`config.mk`:
```
export PLATFORM = sky130hd
export DESIGN_NAME = psd_ram
export DESIGN_NICKNAME = d
export VERILOG_FILES = /design/src/sv/psd_ram.sv
export SDC_FILE = /design/constraint.sdc
export NUM_CORES = 1
export LEC_CHECK = 0
export BUFFER_PORTS_ARGS = -buffer_cell sky130_fd_sc_hd__buf_2
export CAP_MARGIN = 40
export CELL_PAD_IN_SITES_DETAIL_PLACEMENT = 0
export CELL_PAD_IN_SITES_GLOBAL_PLACEMENT = 2
export CORE_ASPECT_RATIO = 1.1
export CORE_MARGIN = 2
export CORE_UTILIZATION = 50
export CTS_BUF_LIST = sky130_fd_sc_hd__clkbuf_4
export CTS_CLUSTER_DIAMETER = 100
export CTS_CLUSTER_SIZE = 40
export DETAILED_ROUTE_END_ITERATION = 8
export PLACE_DENSITY = 0.87
export SYNTH_ARGS = -nofsm -noshare
export SYNTH_HDL_FRONTEND = slang
export SYNTH_SLANG_ARGS = --single-unit
```
`constraint.sdc`:
```
create_clock -name clock -period 2.78 [get_ports clock]
set_input_delay 0.556 -clock clock [delete_from_list [all_inputs] [get_ports clock]]
set_output_delay 0.556 -clock clock [all_outputs]
set_load 0.02 [all_outputs]
```
`src/sv/psd_ram.sv`:
```
// Generic single-write, single-read RAM with registered read data.
`default_nettype none
module psd_ram #(
   parameter int WIDTH = 8,
   parameter int DEPTH = 16
) (
   input  wire logic                     clock,
   input  wire logic                     wr_en,
   input  wire logic [$clog2(DEPTH)-1:0] wr_addr,
   input  wire logic [WIDTH-1:0]         wr_data,
   input  wire logic [$clog2(DEPTH)-1:0] rd_addr,
   output logic      [WIDTH-1:0]         rd_data
);
   logic [WIDTH-1:0] mem_ff [DEPTH];
   logic [WIDTH-1:0] rd_data_ff;

   always_ff @(posedge clock) begin
      if (wr_en) begin
         mem_ff[wr_addr] <= wr_data;
      end
      rd_data_ff <= mem_ff[rd_addr];
   end

   assign rd_data = rd_data_ff;
endmodule
`default_nettype wire

```
* Word level (Yosys, flattened, before mapping)
Memories as Yosys holds them, arrays and structs flattened. A register that Yosys moved wholly into a read port is not among the register bits.
Index checks and enable logic that the tools add are counted.
** Operators by class
- Mux-type cells :: 2
** Operators with widths (number)
- $mux W1 :: 2
** Word-level totals
- Memory bits (writable) :: 128
- Memories :: 1
- Register bits after elaboration :: 0
- Output and inout bits :: 8
** Memories
- mem_ff :: words 16, bits a word 8, read ports 1, clocked after Yosys merged registers in 1, write ports 1, RTL line 14 : logic [WIDTH-1:0] mem_ff [DEPTH];

* Depth between registers and ports, before layout
Gate-level depths: netlist of the first run.
- Word-level depth :: 2
- Gate-level depth with buffers :: 5
- Mapped depth without buffers :: 3

* Worst setup path before layout of the first run
No wires, ideal clock.
- Path type :: input to register
- Start :: input port wr_addr[2]
- End :: memory mem_ff[0][0], enable pin
- Path slack :: 0.731 ns
- Arrival :: 1.666 ns
- Cell stages on the path :: 2
- Path buffers :: 0
- Library setup time :: 0.383 ns
- Path through :: or3b_2 > nor3_1
** RTL lines
- start, declared :: RTL line 9 : input wire logic [$clog2(DEPTH)-1:0] wr_addr,
- end, declared :: RTL line 14
No word-level cell before the write port.

* Worst setup path after layout of the first run
- Start :: register rd_data_ff[5] (netlist: rd_data[5]), read port of mem_ff
- End :: output port rd_data[5]
** RTL lines
- start, declared :: RTL line 15 : logic [WIDTH-1:0] rd_data_ff;
- end, declared :: RTL line 12 : output logic [WIDTH-1:0] rd_data
No word-level cell between the ends.

==> results of run 1 <==
-- final cells by class --
| type | count | area (µm²) |
|---|---|---|
| Fill cell | 707 | 4170 |
| Sequential cell | 136 | 4004 |
| Multi-Input combinational cell | 83 | 1057 |
| Timing Repair Buffer | 43 | 272.8 |
| Clock buffer | 20 | 150.1 |
| Tap cell | 120 | 150.1 |
| Clock inverter | 12 | 132.6 |
-- flip-flops by register name (all words and copies together), names as in the netlist --
name and count:
rd_data 8, mem_ff 128
-- layer usage --
layer / global-route usage / vias up
met2: 0.2600 / 80
met1: 0.2529 / 1210
met4: 0.06393 / 0
met5: 0 / -
met3: 0.06013 / 10
li1: - / 1080
-- per-stage QoR --
| stage | instances | cell area (µm²) | power, W | setup WS (ns) |
|---|---|---|---|---|
| floorplan | 229 | 5147 | 0.002478 | 0.7311 |
| global placement | 382 | 5484 | 0.002564 | 0.5988 |
| detailed placement | 382 | 5484 | 0.002569 | 0.6198 |
| CTS | 414 | 5767 | 0.003823 | 1.099 |
| global route | 414 | 5767 | 0.003921 | 1.103 |
| finish | 414 | 5767 | 0.003781 | 1.186 |
-- path summary, 6_finish.rpt --
check | startpoint | slack, ns | depth (start not counted) | endpoint
worst max register to register | mem_ff[11][3] | 1.43 | 3 | rd_data[3]
worst min-delay path | wr_data[5] | 0.42 | 1 | mem_ff[4][5]
worst max-delay path | rd_data[5] | 1.19 | 1 | rd_data[5]
worst min register to register | mem_ff[4][3] | 0.67 | 3 | rd_data[3]
-- cells by family after synthesis --
logic type / share of synthesized area
flip-flops: 0.7778
AND/OR/NAND/NOR: 0.03184
multiplexers: 0.1502
AO/OA/AOI/OAI: 0.02334
buffers and inverters: 0.01677
-- power breakdown --
part,internal [W],total (W),switching (W)
clock network,0.000636,0.00126,0.000627
registers,0.00229,0.00230,0.0000129
logic,0.0000897,0.000217,0.000127
-- placed cells by master, fill, tap and decap left out, types with 2 or more instances in the layout --
cell,count
nor3_1,4
nand2_1,9
nand2b_1,2
buf_2,25
dfxtp_1,8
edfxtp_1,128
nor2_1,13
mux4_1,14
buf_4,17
clkbuf_4,20
bufinv_16,3
nand3b_1,2
clkinv_1,4
a22oi_1,16
mux4_2,18
clkinv_2,4
-- worst reg2reg max path, cell delays in order (launching register included) --
cell and delay (ns):
edfxtp_1 0.39, mux4_1 0.49, a22oi_1 0.29, nand2_1 0.08
==> summary.md, run 1 <==
| Metric | Value |
|---|---|
| Post-cts resize count | 0 |
| Max Clk Rate | 0.6273 GHz |
| Via count | 2,380 |
| Synth cell types | 19 |
| Setup violators final | 0 |
| Max_slew headroom | 0.5138 |
| Overflow after GRT | 0 |
| Final net count | between 200 and 300 |
| Worst Path Max Fanout | 1 |
| First-pass GRT wire length | between 10,000 and 15,000 µm |
| Util after Layout | 0.5803 |
| EDFF count, synth | 128 |
| ANT cells | 0 |
| Critical path class | reg -> out |
| Placer Congestion | 0.7361 |
| Post-CTS setup buffers | 0 |
| Avg Synthesized Cell Area | 22.48 µm² |
| Seq/Total Area, Yosys | 0.7778 |
| Clock slew at reported path FFs | 0.11 ns |
| Mapped Nets | roughly 250 |
| CP required | approximately 2.2 ns |
| Setup_tns | 0 ns |
| Critical Path Max Stage Delay | between 0.3 and 0.4 ns |
| Buffer type at the clock tree root | clkbuf_4 |
| Clk_skew | between 0.01 and 0.015 ns |
| CP Launch Type | flip-flop |
| Most common cell in the synthesized netlist | edfxtp_1 |
| Final WL | between 8000 and 9000 µm |
| Port Buffers | 25 |
| Die Span X | roughly 100 µm |
| Worst-Margin Slew | 0.7278 ns |
| Final worst path period share | 0.5734 |
| Synth area leaders | edfxtp_1 75%, mux4_2 7.9%, mux4_1 7.1% |
| Vias in the first global route | 2,421 |
| CP Cell Sequence | buf_2 |
| Share of cells above drive strength 1 | 0.3061 |
| CP Capture Type | output port |
| Hold crit path type | in -> reg |
| Cell Rows | 38 |
| Initial antenna violation count | 0 |
| Buf/Inv on CP | 1 |
| Drt drc | 0 |
| Setup repair after global routing missed its margin | false |
| Hold WS | 0.4163 ns |
| Synth top area share | 0.7467 |
| Initial DRT Pass Iterations | 4 |
| Routed met1 length | 3796 µm |
| Outcome | completed |
| Synth Cell Area | 0.005147 mm² |
| Met3 Routed Length | 583 µm |
| Detailed placer's ending HPWL | roughly 5500 µm |
| Worst vdd ir | about 0.00025 V |
| WL met2 | 4477 µm |
| Max-slew violations | 0 |
| Total of max-cap violations | 0 |
| Crit path DAT | 1.04 ns |
| Worst skew pair latency | slightly above 0.5 ns |
| Final hold violations | 0 |
| I/O pins | 26 |
| Top Layer Used | met4 |
| Synth top cells by count | 128 x edfxtp_1, 18 x mux4_2, 16 x a22oi_1 |
| Pwr dens | 655.6 mW/mm² |
| Syn. warnings | 0 |
| Area of the core | 0.009937 mm² |
| Antenna viol nets, final | 0 |
| Die ar. | 0.01112 mm² |
| Clock sinks | 136 |
| Leading area contributor after synthesis | edfxtp_1 |
| Initial Util | 0.5180 |
| H-tree lvl count | 4 |
| Ys flop type | edfxtp_1 |
| Async set-reset flop share out of synthesis | 0 |
| Final min period | approximately 1.6 ns |
| Area grow syn2layout | 12.03% |
| Clk buf depth | 2 |
| TritonCTS Buffers | 17 |
| Critical path's slowest cell | dfxtp_1 |
| 1st-iter DRT viols | 154 |
| CTS tree | yes |
| Routed len/inst | ~22 µm |
| Gr usage total | 0.1783 |
| Vias/cell | 5.749 |
| Register bit count reported by yosys | about 140 |
| Leakage | 1.951 nW |
| Hold-fix buffers at CTS | 0 |
| Die height | 110.4 µm |
| CP top delay family | flip-flops |
| Syn Inst Count | 229 |
| Pin count of the biggest net entering global routing | 33 |
No activity file was read; power rests on OpenSTA's default activity.
==> run 2, diff against run 1 <==
--- a/config.mk
+++ b/config.mk
@@ -5,18 +5,19 @@
 export SDC_FILE = /design/constraint.sdc
 export NUM_CORES = 1
 export LEC_CHECK = 0
+export ABC_AREA = 1
 export BUFFER_PORTS_ARGS = -buffer_cell sky130_fd_sc_hd__buf_2
 export CAP_MARGIN = 40
 export CELL_PAD_IN_SITES_DETAIL_PLACEMENT = 0
 export CELL_PAD_IN_SITES_GLOBAL_PLACEMENT = 2
 export CORE_ASPECT_RATIO = 1.1
 export CORE_MARGIN = 2
-export CORE_UTILIZATION = 50
+export CORE_UTILIZATION = 38
 export CTS_BUF_LIST = sky130_fd_sc_hd__clkbuf_4
 export CTS_CLUSTER_DIAMETER = 100
 export CTS_CLUSTER_SIZE = 40
 export DETAILED_ROUTE_END_ITERATION = 8
-export PLACE_DENSITY = 0.87
+export PLACE_DENSITY = 0.84
 export SYNTH_ARGS = -nofsm -noshare
 export SYNTH_HDL_FRONTEND = slang
 export SYNTH_SLANG_ARGS = --single-unit
==> constraint.sdc (replaced) <==
create_clock -name clock -period 1.4 [get_ports clock]
set_input_delay 0.28 -clock clock [delete_from_list [all_inputs] [get_ports clock]]
set_output_delay 0.28 -clock clock [all_outputs]
set_load 0.02 [all_outputs]
==> run 2 against run 1 <==
Sequential share of layout area decreased by 7.8 points. Non-clock buffer count increased by 9. Sequential power increased by 98%. Global-route usage decreased by 1.5 points. Synthesized cell count increased by 140%. Wire length increased by 35%. Via count increased by 54%. Hold slack got worse by 0.26 ns. Setup slack got worse by 1.1 ns. Clock power increased by 91%. Critical path type unchanged. Critical endpoint is now rd_data[4]. Largest cell class unchanged. Largest power group unchanged. Highest routed layer unchanged.
==> summary.md, run 2 <==
| Metric | Value |
|---|---|
| Synth Cell Area | 0.005767 mm² (+12%) |
| Seq/Total Area, Yosys | 0.6943 (-0.08354) |
| Critical path's slowest cell | dfxtp_1 |
| Buf/Inv on CP | 1 (unchanged) |
| Cells after DPL | 775 (+100%) |
| Antenna viol nets, final | 0 (unchanged) |
| Filler instances | 1,456 (+110%) |
| Sw Share | 0.2347 (+0.03178) |
| Max-slew violations | 0 (unchanged) |
| Register bit count reported by yosys | 136 (unchanged) |
| Synth top cells by count | 173 x nand2_1, 128 x edfxtp_1, 100 x inv_1 |
| Sequential Power Share | 0.604 (-0.005) |
| Mapped Nets | 569 (+130%) |
| EDFF count, synth | 128 (unchanged) |
| Initial DRT Pass Iterations | 6 (+2) |
| H-tree lvl count | 4 (unchanged) |
| Commonest cells after routing, fill and taps aside | 173 x nand2_1, 128 x edfxtp_1, 100 x inv_1, 97 x nand3_1, 25 x buf_2 |
| Routed len/inst | 15.06 µm (-31%) |
| Syn. warnings | 0 (unchanged) |
| Avg Synthesized Cell Area | 10.47 µm² (-53%) |
| Clock sinks | 136 (unchanged) |
| Outcome | completed |
| CP Cell Sequence | buf_2 |
| Crit path DAT | 1.00 ns (-0.04 ns) |
| TritonCTS Buffers | 17 (unchanged) |
| Synth top area share | 0.6665 (-0.08020) |
| Most common cell in the synthesized netlist | nand2_1 |
| Hold-fix buffers at CTS | 0 (unchanged) |
| Clock slew at reported path FFs | 0.11 ns (about the same) |
| Ys flop type | edfxtp_1 |
| CP Capture Type | output port |
| CP required | 1.12 ns (-1.10 ns) |
| Pin count of the biggest net entering global routing | 65 (+97%) |
| Max FFs per register | 128 (unchanged) |
| Internal power | 0.005785 W (+92%) |
| Initial antenna violation count | 1 (+1) |
| I/O pins | 26 (unchanged) |
| Cell Rows | 47 (+24%) |
| Max Clk Rate | 0.7783 GHz |
| Commonest non-fill, non-tap cell in the layout | nand2_1 |
| Clk_skew | 0.01613 ns (+0.004025 ns) |
| Reg with most FFs | mem_ff |
| Placer Congestion | 0.7892 (+7.2%) |
| Final worst path period share | 0.9178 |
| Vias in the first global route | 3,647 (+51%) |
| Register area | 0.004004 mm² (unchanged) |
| CP top delay family | flip-flops |
| Final hold violations | 0 (unchanged) |
| Post-cts resize count | 0 (unchanged) |
| Async set-reset flop share out of synthesis | 0 (unchanged) |
| Clk buf depth | 2 (unchanged) |
| Finished Layout Cells | 808 (+95%) |
| Syn Inst Count | 551 (+140%) |
| Setup_tns | 0 ns (unchanged) |
| Drt drc | 0 (unchanged) |
| Gr usage total | 0.1630 (-0.01531) |
| Final net count | 616 (+110%) |
| Pwr dens | 1164 mW/mm² (+78%) |
| Worst vdd ir | 0.0005107 V (+100%) |
| Setup repair after global routing missed its margin | false |
| Die ar. | 0.01618 mm² (+45%) |
| Die height | 133.2 µm (+21%) |
| Area used by multi-input combinational logic | 0.001214 mm² (+15%) |
| Area grow syn2layout | 12.63% |
| Setup violators final | 0 (unchanged) |
| Critical path class | reg -> out |
| Overflow after GRT | 0 (unchanged) |
| First-pass GRT wire length | 19,350 µm (+39%) |
| Final Cell Area | 0.006495 mm² (+13%) |
| Initial Util | 0.3861 (-0.1319) |
| Buffer type at the clock tree root | clkbuf_4 |
| Total of max-cap violations | 0 (unchanged) |
| Synth area leaders | edfxtp_1 67%, nand2_1 11%, nand3_1 8.4% |
| Area of the core | 0.01494 mm² (+50%) |
| Vias/cell | 4.550 (-21%) |
| Max_slew headroom | 0.7695 (+0.2557) |
| Synth cell types | 12 (-7) |
| Switching pwr | 0.001774 W (+130%) |
| Combinational cell fraction of total power | 0.078 (+0.021) |
| Share of cells above drive strength 1 | 0.1375 (-0.1686) |
| Final WL | 12,170 µm (+35%) |
| Port Buffers | 25 (unchanged) |
| Leading area contributor after synthesis | edfxtp_1 |
| Hold WS | 0.1611 ns (-0.2552 ns) |
| Worst skew pair latency | 0.51 ns (about the same) |
| Via count | 3,676 (+54%) |
| CP Launch Type | flip-flop |
| Final min period | 1.285 ns |
| CTS tree | yes |
| Worst-Margin Slew | 0.3453 ns (-0.3825 ns) |
| Critical Path Max Stage Delay | 0.34 ns (-0.02 ns) |
| Hold crit path type | in -> reg |
| Leakage | 2.820 nW (+45%) |
| Clock Power Share | 0.318 (-0.016) |
| Die Span X | 121.5 µm (+21%) |
| Detailed placer's ending HPWL | 7945 µm (+44%) |
| Total power | 0.007559 W (+100%) |
| 1st-iter DRT viols | 248 (+61%) |
| Worst Path Max Fanout | 1 (unchanged) |
| Area after DPL | 0.006223 mm² (+13%) |
| Post-CTS setup buffers | 0 (unchanged) |
[run 2: cell count changes after synthesis, sizes merged, moves of 2 or more]
| cell | change |
|---|---|
| inv | +102 |
| mux4 | -32 |
| nand2b | -2 |
| nor3 | -4 |
| buf | +17 |
| a22oi | -16 |
| nand3 | +96 |
| clkdlybuf4s25 | -3 |
| nor2 | +4 |
| nand2 | +164 |
[run 2: area by class of cell]
type,instances,share of cell area
inverter,102,0.05895
clock inverter,14,0.02061
multi-input combinational,289,0.1869
sequential,136,0.6165
timing repair buffer,52,0.05818
antenna,1,0.0003853
clock buffer,18,0.02081
tap,196,0.03776
[run 2: layer usage]
metal | global-route usage | wire length (µm)
met2 | 0.2678 | 6098
met3 | 0.03168 | 506
met5 | 0 | 0
met4 | 0.06641 | 193
met1 | 0.2122 | 5371
[run 2: power by group through the flow]
stage                     Sequential, W  Combinational [W]  Clock [W]
after detailed placement        0.00466           0.000598          0
after global placement          0.00466           0.000591          0
after CTS                       0.00457           0.000602    0.00249
final                           0.00456           0.000588    0.00241
after global routing            0.00458           0.000659    0.00267
after floorplan                 0.00469           0.000321          0
[run 2: stage by stage]
stage	setup WS [ns]	util
floorplan	0.1692	-
global placement	0.06031	0.4167
detailed placement	0.06294	0.4167
CTS	0.04208	0.4347
global route	0.02849	0.4348
finish	0.1151	0.4348
[run 2: cell families after synthesis]
| family | share of synthesized area |
|---|---|
| buffers and inverters | 0.09525 |
| flip-flops | 0.6943 |
| AND/OR/NAND/NOR | 0.2105 |
[run 2: path summary, 6_finish.rpt]
kind | start | to | slack (ns) | cells after the start
max | rd_data[4] | rd_data[4] | 0.12 | 1
min | wr_data[0] | mem_ff[7][0] | 0.16 | 1
max reg2reg | mem_ff[6][6] | rd_data[6] | 0.42 | 6
min reg2reg | mem_ff[14][4] | rd_data[4] | 0.67 | 6
==> run 3, diff against run 2 <==
--- a/config.mk
+++ b/config.mk
@@ -17,7 +17,7 @@
 export CTS_CLUSTER_DIAMETER = 100
 export CTS_CLUSTER_SIZE = 40
 export DETAILED_ROUTE_END_ITERATION = 8
-export PLACE_DENSITY = 0.84
+export PLACE_DENSITY = 0.77
 export SYNTH_ARGS = -nofsm -noshare
 export SYNTH_HDL_FRONTEND = slang
 export SYNTH_SLANG_ARGS = --single-unit
==> run 3 against run 2 <==
Wire length increased by 9.6%. Clock power fell by 14%. Die area unchanged. Largest power group unchanged. Sequential share of layout area increased by 0.48 points.
==> summary.md, run 3 (synthesis results as in run 2) <==
| Metric | Value |
|---|---|
| Outcome | completed |
| First-pass GRT wire length | 21,020 µm (+8.6%) |
| Pwr dens | 1124 mW/mm² (-3.4%) |
| Clock sinks | 136 (unchanged) |
| H-tree lvl count | 4 (unchanged) |
| Reg2Reg Setup Slack | 0.40 ns (-0.02 ns) |
| Total of max-cap violations | 0 (unchanged) |
| Vias/cell | 4.677 (+2.8%) |
| CP Launch Type | flip-flop |
| Worst Path Max Fanout | 1 (unchanged) |
| Die height | 133.2 µm (unchanged) |
| CP Capture Type | output port |
| Buf/Inv on CP | 1 (unchanged) |
| Util after Layout | 0.4317 (-0.003099) |
| CP required | 1.12 ns (about the same) |
| Setup repair after global routing missed its margin | false |
| Final net count | 615 (-0.16%) |
| Worst-Margin Slew | 0.3691 ns (+0.02380 ns) |
| Placer Congestion | 0.7535 (-4.5%) |
| Setup WS post-layout | 0.07857 ns (-0.03657 ns) |
| Initial DRT Pass Iterations | 8 (+2) |
| Hold WS | 0.1309 ns (-0.03020 ns) |
| Pre-CTS setup slack | 0.02929 ns (-0.03365 ns) |
| Final WL | 13,340 µm (+9.6%) |
| CTS tree | yes |
| Worst skew pair latency | 0.54 ns (+0.03 ns) |
| Routed len/inst | 16.55 µm (+9.9%) |
| TritonCTS Buffers | 17 (unchanged) |
| Initial Util | 0.3861 (unchanged) |
| Max-slew violations | 0 (unchanged) |
| I/O pins | 26 (unchanged) |
| Share of cells above drive strength 1 | 0.1346 (-0.002833) |
| Pin count of the biggest net entering global routing | 65 (unchanged) |
| Critical path class | reg -> out |
| Reg with most FFs | mem_ff |
| Cell Rows | 47 (unchanged) |
| Clk_skew | 0.01260 ns (-0.003527 ns) |
| Clk buf depth | 2 (unchanged) |
| Total power | 0.007247 W (-4.1%) |
| Antenna viol nets, final | 0 (unchanged) |
| Drt drc | 0 (unchanged) |
| Final worst path period share | 0.9439 (+0.02612) |
| Commonest non-fill, non-tap cell in the layout | nand2_1 |
| CP Cell Sequence | buf_2 |
| Area grow syn2layout | 11.82% |
| Setup violators final | 0 (unchanged) |
| Setup_tns | 0 ns (unchanged) |
| Die ar. | 0.01618 mm² (unchanged) |
| Critical path's slowest cell | dfxtp_1 |
| Leakage | 2.803 nW (-0.59%) |
| Max FFs per register | 128 (unchanged) |
| Initial antenna violation count | 1 (unchanged) |
| Die Span X | 121.5 µm (unchanged) |
| Area of the core | 0.01494 mm² (unchanged) |
| Clock slew at reported path FFs | 0.11 ns (about the same) |
| Vias in the first global route | 3,727 (+2.2%) |
| Hold-fix buffers at CTS | 0 (unchanged) |
| Critical Path Max Stage Delay | 0.33 ns (about the same) |
| Port Buffers | 25 (unchanged) |
| Buffer type at the clock tree root | clkbuf_4 |
| Max Clk Rate | 0.7568 GHz (-2.8%) |
| Filler instances | 1,472 (+1.1%) |
| Worst vdd ir | 0.0004733 V (-7.3%) |
| Gr usage total | 0.1785 (+0.01558) |
| Final min period | 1.321 ns (+0.03657 ns) |
| Detailed placer's ending HPWL | 8330 µm (+4.8%) |
| CP top delay family | flip-flops |
| Final hold violations | 0 (unchanged) |
| Overflow after GRT | 0 (unchanged) |
| Hold crit path type | in -> reg |
| Commonest cells after routing, fill and taps aside | 173 x nand2_1, 128 x edfxtp_1, 100 x inv_1, 97 x nand3_1, 24 x clkbuf_4 |
| Max_slew headroom | 0.7539 (-0.01562) |
| Via count | 3,770 (+2.6%) |
| Crit path DAT | 1.04 ns (+0.04 ns) |
| 1st-iter DRT viols | 259 (+4.4%) |
## run 3: report_power, final
part           total [W]  switching (W)  internal, W
Sequential       0.00457      0.0000265      0.00454
Clock            0.00207        0.00127     0.000798
Combinational   0.000607       0.000417     0.000190
Total            0.00725        0.00171      0.00553
## run 3: metrics by stage
step	instance area (µm²)	cells
after floorplan	5767	551
after global placement	6228	774
after detailed placement	6228	774
after CTS	6446	805
after global routing	6449	806
final	6449	806
## run 3: layer usage
layer | GRT usage | vias up | part of all wire
li1 | - | 1868 | -
met2 | 0.2753 | 95 | 0.46
met1 | 0.2463 | 1789 | 0.47
met3 | 0.04495 | 18 | 0.050
met4 | 0.06258 | 0 | 0.018
met5 | 0 | - | 0
## run 3: cell type report
cell class,instances,area [µm²],share of cell area
Antenna cell,1,2.502,0.0003880
Clock buffer,24,180.2,0.02794
Tap cell,196,245.2,0.03803
Multi-Input combinational cell,289,1214,0.1882
Timing Repair Buffer,51,387.9,0.06015
Clock inverter,7,30.03,0.004657
Sequential cell,136,4006,0.6213
Inverter,102,382.9,0.05937
## run 3: timing repair
| action | in CTS | in global routing |
|---|---|---|
| resized for setup | 4 | 0 |
| endpoints found under the setup margin | 2 | 0 |
| setup buffers | 0 | 0 |
## run 3: final timing paths
path             endpoint     startpoint  cells after the start
max            rd_data[3]     rd_data[3]                      1
min          mem_ff[6][6]     wr_data[6]                      1
max reg2reg    rd_data[5]   mem_ff[7][5]                      6
min reg2reg    rd_data[7]  mem_ff[10][7]                      6
## run 3: worst register-to-register path, cell delays in order (launching register included)
cell,delay (ns)
edfxtp_1,0.37
inv_1,0.06
nand2_1,0.04
nand3_1,0.13
nand3_1,0.09
nand3_1,0.14
nand2_1,0.07
